$ cat config.mk
export PLATFORM = sky130hd
export DESIGN_NAME = scb_setup
export DESIGN_NICKNAME = d
export VERILOG_FILES = /design/src/segment_box_slab_clipper_defines.svh /design/src/scb_pkg.sv /design/src/scb_setup.sv
export SDC_FILE = /design/constraint.sdc
export NUM_CORES = 2
export LEC_CHECK = 0
export ABC_AREA = 1
export BUFFER_PORTS_ARGS = -buffer_cell sky130_fd_sc_hd__buf_2
export CORE_MARGIN = 2
export CORE_UTILIZATION = 44
export CTS_BUF_LIST = sky130_fd_sc_hd__clkbuf_2
export DETAILED_ROUTE_END_ITERATION = 12
export PLACE_DENSITY = 0.62
export SLEW_MARGIN = 20
export SYNTH_ARGS = -nofsm -noshare
export SYNTH_HDL_FRONTEND = slang
export SYNTH_SLANG_ARGS = --single-unit
$ cat constraint.sdc
create_clock -name clk -period 57.5 [get_ports clk]
set_input_delay 5.75 -clock clk [delete_from_list [all_inputs] [get_ports clk]]
set_output_delay 5.75 -clock clk [all_outputs]
set_load 0.01 [all_outputs]
$ cat src/segment_box_slab_clipper_defines.svh
// Assertion macros shared by the segment box slab clipper RTL.
`ifndef SEGMENT_BOX_SLAB_CLIPPER_DEFINES_SVH
`define SEGMENT_BOX_SLAB_CLIPPER_DEFINES_SVH

// Same-cycle implication, checked out of reset.
`define SCB_ASSERT_IMP(lbl, clk, rstn, ante, cons, msg) \
  lbl: assert property (@(posedge clk) disable iff (!rstn) (ante) |-> (cons)) \
    else $error(msg);

// Next-cycle implication, checked out of reset.
`define SCB_ASSERT_NXT(lbl, clk, rstn, ante, cons, msg) \
  lbl: assert property (@(posedge clk) disable iff (!rstn) (ante) |=> (cons)) \
    else $error(msg);

`endif

$ cat src/scb_pkg.sv
// Shared constants, register codes and stage payload types of the slab clipper.
package scb_pkg;

  localparam int COORD_W   = 32;
  localparam int MARGIN_W  = 31;
  localparam int CFG_IDX_W = 3;
  localparam int T_FRAC    = 24;
  localparam int TQ_W      = T_FRAC + 1;
  localparam logic [TQ_W-1:0] TQ_ONE = TQ_W'(1) << T_FRAC;

  // configuration register indexes
  typedef enum logic [CFG_IDX_W-1:0] {
    REG_MIN_X,
    REG_MAX_X,
    REG_MIN_Y,
    REG_MAX_Y,
    REG_MIN_Z,
    REG_MAX_Z,
    REG_MARGIN
  } cfg_reg_e;

  typedef struct packed {
    logic [2:0][COORD_W-1:0] lo_face;
    logic [2:0][COORD_W-1:0] hi_face;
    logic [MARGIN_W-1:0]     margin;
  } box_cfg_t;

  typedef struct packed {
    logic [2:0][COORD_W-1:0] start_pt;
    logic [2:0][COORD_W-1:0] end_pt;
  } seg_t;

  // unsigned fraction num/den, num <= den whenever the item survives (ok)
  typedef struct packed {
    logic [COORD_W-1:0] num;
    logic [COORD_W-1:0] den;
  } frac_t;

  // per-axis data needed for the final point evaluation
  typedef struct packed {
    logic [COORD_W-1:0] s;
    logic               neg;
    logic [COORD_W-1:0] mag;
  } axis_geo_t;

  typedef axis_geo_t [2:0] seg_geo_t;

  // setup stage one: shrunk faces and direction
  typedef struct packed {
    logic [2:0][COORD_W:0]   lo;
    logic [2:0][COORD_W:0]   hi;
    logic [2:0][COORD_W:0]   d;
    logic [2:0][COORD_W-1:0] s;
  } s1_t;

  // setup stage two: slab distances along the direction
  typedef struct packed {
    logic                      bad;
    logic [2:0]                neg;
    logic [2:0]                zero;
    logic [2:0]                zin;
    logic [2:0][COORD_W-1:0]   den;
    logic [2:0][COORD_W-1:0]   s;
    logic [2:0][COORD_W+1:0]   a;
    logic [2:0][COORD_W+1:0]   b;
  } s2_t;

  // per-axis entry and exit fractions
  typedef struct packed {
    logic             ok;
    frac_t [2:0]      ent;
    frac_t [2:0]      ext;
    seg_geo_t         geo;
  } ival_t;

  // merged interval
  typedef struct packed {
    logic     ok;
    frac_t    en;
    frac_t    ex;
    seg_geo_t geo;
  } span_t;

  // divider stage state for both interval ends
  typedef struct packed {
    logic               ok;
    logic [COORD_W-1:0] er;
    logic [COORD_W-1:0] ed;
    logic [TQ_W-1:0]    eq;
    logic [COORD_W-1:0] xr;
    logic [COORD_W-1:0] xd;
    logic [TQ_W-1:0]    xq;
    seg_geo_t           geo;
  } div_st_t;

  typedef struct packed {
    logic            ok;
    logic [TQ_W-1:0] t0;
    logic [TQ_W-1:0] t1;
    seg_geo_t        geo;
  } tpar_t;

  typedef struct packed {
    logic                    ok;
    logic [2:0][COORD_W-1:0] p0;
    logic [2:0][COORD_W-1:0] p1;
  } clip_t;

endpackage

$ cat src/scb_setup.sv
// Setup pipeline: shrunk box, direction, slab distances and per-axis fractions.
module scb_setup import scb_pkg::*; (
  input  logic     clk,
  input  logic     rst_n,
  input  box_cfg_t box_cfg,
  input  logic     in_valid,
  output logic     in_ready,
  input  seg_t     in_seg,
  output logic     out_valid,
  input  logic     out_ready,
  output ival_t    out_ival
);

  localparam int NS = 3;

  logic [NS-1:0] v_r;
  logic [NS:0]   rdy;
  s1_t   s1_r, s1_nxt;
  s2_t   s2_r, s2_nxt;
  ival_t s3_r, s3_nxt;
  logic [2:0][COORD_W+1:0] ap, bp;
  logic [2:0] ok_ax;

  // ready ripples back through empty stages
  always_comb begin
    rdy[NS] = out_ready;
    for (int k = NS - 1; k >= 0; k--) begin
      rdy[k] = !v_r[k] || rdy[k+1];
    end
  end

  assign in_ready  = rdy[0];
  assign out_valid = v_r[NS-1];
  assign out_ival  = s3_r;

  // stage 1: shrink faces, direction
  always_comb begin
    for (int k = 0; k < 3; k++) begin
      s1_nxt.lo[k] = $signed({box_cfg.lo_face[k][COORD_W-1], box_cfg.lo_face[k]})
                   + $signed({2'b00, box_cfg.margin});
      s1_nxt.hi[k] = $signed({box_cfg.hi_face[k][COORD_W-1], box_cfg.hi_face[k]})
                   - $signed({2'b00, box_cfg.margin});
      s1_nxt.d[k]  = $signed({in_seg.end_pt[k][COORD_W-1], in_seg.end_pt[k]})
                   - $signed({in_seg.start_pt[k][COORD_W-1], in_seg.start_pt[k]});
      s1_nxt.s[k]  = in_seg.start_pt[k];
    end
  end

  // stage 2: distances to both faces measured along the direction
  always_comb begin
    s2_nxt.bad = 1'b0;
    for (int k = 0; k < 3; k++) begin
      ap[k] = $signed({s1_r.lo[k][COORD_W], s1_r.lo[k]})
            - $signed({{2{s1_r.s[k][COORD_W-1]}}, s1_r.s[k]});
      bp[k] = $signed({s1_r.hi[k][COORD_W], s1_r.hi[k]})
            - $signed({{2{s1_r.s[k][COORD_W-1]}}, s1_r.s[k]});
      if ($signed(s1_r.lo[k]) > $signed(s1_r.hi[k])) begin
        s2_nxt.bad = 1'b1;
      end
      s2_nxt.neg[k]  = s1_r.d[k][COORD_W];
      s2_nxt.zero[k] = (s1_r.d[k] == '0);
      // start inside slab: lo - s <= 0 and hi - s >= 0
      s2_nxt.zin[k]  = (ap[k][COORD_W+1] || (ap[k] == '0)) && !bp[k][COORD_W+1];
      s2_nxt.den[k]  = s1_r.d[k][COORD_W] ? COORD_W'(-s1_r.d[k])
                                          : s1_r.d[k][COORD_W-1:0];
      s2_nxt.s[k]    = s1_r.s[k];
      s2_nxt.a[k]    = s1_r.d[k][COORD_W] ? -bp[k] : ap[k];
      s2_nxt.b[k]    = s1_r.d[k][COORD_W] ? -ap[k] : bp[k];
    end
  end

  // stage 3: clamp to [0, den] and form fractions
  always_comb begin
    for (int k = 0; k < 3; k++) begin
      s3_nxt.geo[k].s   = s2_r.s[k];
      s3_nxt.geo[k].neg = s2_r.neg[k];
      s3_nxt.geo[k].mag = s2_r.den[k];
      if (s2_r.zero[k]) begin
        ok_ax[k]          = s2_r.zin[k];
        s3_nxt.ent[k].num = '0;
        s3_nxt.ent[k].den = COORD_W'(1);
        s3_nxt.ext[k].num = COORD_W'(1);
        s3_nxt.ext[k].den = COORD_W'(1);
      end else begin
        ok_ax[k] = !s2_r.b[k][COORD_W+1]
                && !($signed(s2_r.a[k]) > $signed({2'b00, s2_r.den[k]}));
        s3_nxt.ent[k].num = s2_r.a[k][COORD_W+1] ? '0 : s2_r.a[k][COORD_W-1:0];
        s3_nxt.ent[k].den = s2_r.den[k];
        s3_nxt.ext[k].num = ($signed(s2_r.b[k]) > $signed({2'b00, s2_r.den[k]}))
                          ? s2_r.den[k] : s2_r.b[k][COORD_W-1:0];
        s3_nxt.ext[k].den = s2_r.den[k];
      end
    end
    s3_nxt.ok = !s2_r.bad && (&ok_ax);
  end

  always_ff @(posedge clk) begin
    if (!rst_n) begin
      v_r <= '0;
    end else begin
      if (rdy[0]) v_r[0] <= in_valid;
      if (rdy[1]) v_r[1] <= v_r[0];
      if (rdy[2]) v_r[2] <= v_r[1];
    end
  end

  always_ff @(posedge clk) begin
    if (rdy[0]) s1_r <= s1_nxt;
    if (rdy[1]) s2_r <= s2_nxt;
    if (rdy[2]) s3_r <= s3_nxt;
  end

endmodule

==> metrics.txt <==
Clock Sinks=1,286; DIE WIDTH=459.4 um; area leader, netlist=edfxtp_1; P per Cell Area=41.01 mW/mm^2; Clk pwr share=15.8%; crit path kind=in -> out; layout cells sized above 1=14.02%; DR vias/cell=5.432; CTS Root Cell=clkbuf_2; die area=0.2111 mm^2; Slew headroom=9.756%; initial antenna violation count=49; syn nets=12,603; WHS Path Cells=0; post-route cell area=0.1020 mm^2; Sum Neg Setup Slack=0 ns; HP Class=reg -> reg; PortBufs=1,000; leak pwr=50.92 nW; CP arrival=7.77 ns; Num CTS Buffers=356; Die H=459.4 um; most frequent cell after synthesis=nand2_1; Startpoint Class=input port; core footprint=0.2067 mm^2; Detailed Route Iter0 Violations=8,822; FF-to-FF path depth=7; Yosys top cell area share=42.21%; Reg power frac=38.6%; CTS tree=built; Area Overhead vs Synth=11.72%; Residual DRC=0; Synth Register Bits=1,286; Clock Path Buffers=4; Critical Path End Type=output pin; Hold Fails Final Rpt=0; Post-synth EDFFs=1,283; worst endpoint required time=51.75 ns; synthesized cell area=0.09126 mm^2; synthesized instance count=11,389; Total Nets Final=13,795; Synth async-reset ratio=0%; Post-DP HPWL=326,200 um; first-pass GRT wire length=538,800 um; Worst Skew=0.2136 ns; GPL Wtd Cong=1.042; Clk Latency, worst-skew pair=1.96 ns; largest net degree at the start of global routing=149; Int Pwr=2.242 mW; Fmax=0.07399 GHz; io pins=1,001; commonest register cell after synthesis=edfxtp_1; synth cell count leaders=nand2_1 (2,900), inv_1 (1,919), edfxtp_1 (1,283); vias in the first global route=78,918; Routed WL=386,000 um; drt pass-1 iters=6; grt ovf=0; status=completed; Avg WL per Cell=24.83 um; # setup viols final=0; Slew Limit Fails=0; row count=167; max cap viols=0; Synth area leaders=edfxtp_1 (42%), nand2_1 (12%), ha_1 (11%); NetSw=1.939 mW; via count=84,434; number of distinct library cells after synthesis=61; Yosys warnings=0; fin crit share=23.51%; clock-pin slew on the worst setup and hold paths=0.08 ns; worst slew pin tran=1.354 ns; Comb pwr share=45.5%; post-CTS setup repair buffer count=0; worst-path maximum fanout=42; RSZ-0062 raised after global routing=no; All-Layer GR Usage=35.53%; Post-Syn Area per Cell=8.013 um^2; Initial Util=44.16%; Final ANT Viol Nets=0; VDD IR-drop max=0.00002282 V; Post-CTS Resized=0; sw frac=46.38%; post-synthesis sequential area ratio=42.28%; hold_buf cts=0; Max H-tree Level=5; Post-DP Area=0.09884 mm^2; post-route minimum period=13.52 ns
sequential cells by signal, summed over array words and instances (netlist names):
name / count
out_ival: 484
s2_r: 406
v_r: 3
s1_r: 393
power by group through the flow:
stage	Sequential (mW)	Clock, mW	Combinational [mW]
after global placement	1.63	0	1.83
after detailed placement	1.63	0	1.86
final	1.61	0.662	1.90
after global routing	1.63	0.725	2.10
after CTS	1.61	0.680	1.87
after floorplan	1.57	0	1.13
critical path: stages:
cell and delay, ns:
buf_2 0.09, inv_1 0.09, nand2_4 0.33, nor2_1 0.61, nand2_4 0.43, buf_2 0.41
placed cells by master (no fill, tap or decap), types with 115 or more instances in the layout:
cell type,count
a21oi_1,661
buf_2,1000
clkbuf_2,478
edfxtp_1,1283
ha_1,780
inv_1,1915
nand2_1,2897
nand3_1,603
nand4_1,175
nor2_1,1139
nor3_1,115
o21ai_0,476
xnor2_1,158
xor2_1,257
per-stage QoR:
stage               utilization [%]  worst slack [ns]  cells  total power, mW  hold slack [ns]
global placement              47.83             44.00  14927            3.459           0.4014
detailed placement            47.83             44.00  14927            3.490           0.4045
global route                  49.32             43.92  15524            4.455           0.3877
CTS                           49.30             44.00  15510            4.158           0.3650
floorplan                         -             26.15  11389            2.706           0.4003
finish                        49.34             43.98  15543            4.181           0.3739
path summary, 6_finish.rpt:
path	from	to	slack, ns
setup / recovery	out_ready	in_ready	43.98
hold / removal	s2_r[225]	out_ival[54]	0.37
setup reg to reg	v_r[2]	s1_r[0]	52.27
hold reg to reg	s2_r[225]	out_ival[54]	0.37
per-layer routing:
layer | up-vias | GRT usage (%) | wire length (um)
met4 | 14 | 17.55 | 21190
li1 | 40060 | - | -
met5 | - | 0 | 90
met3 | 717 | 7.686 | 33960
met2 | 4008 | 54.84 | 169000
met1 | 39635 | 47.12 | 161700
layout make-up:
type	count	area, um^2
clock buffer	478	2392
tap	2704	3383
multi-input combinational	7949	44210
antenna	33	82.58
inverter	1946	7312
sequential	1286	38590
fill	20523	104700
timing repair buffer	1042	5345
clock inverter	105	645.6
kinds of logic after synthesis:
| family | synth area share (%) |
|---|---|
| buffers and inverters | 9.294 |
| xor gates and xnor gates | 4.072 |
| AOI/OAI and AO/OA | 8.973 |
| DFF | 42.28 |
| and+or+nand+nor | 24.35 |
| adders and majority gates | 11.02 |
| muxes | 0.01234 |
No activity file was read; power rests on OpenSTA's default activity.
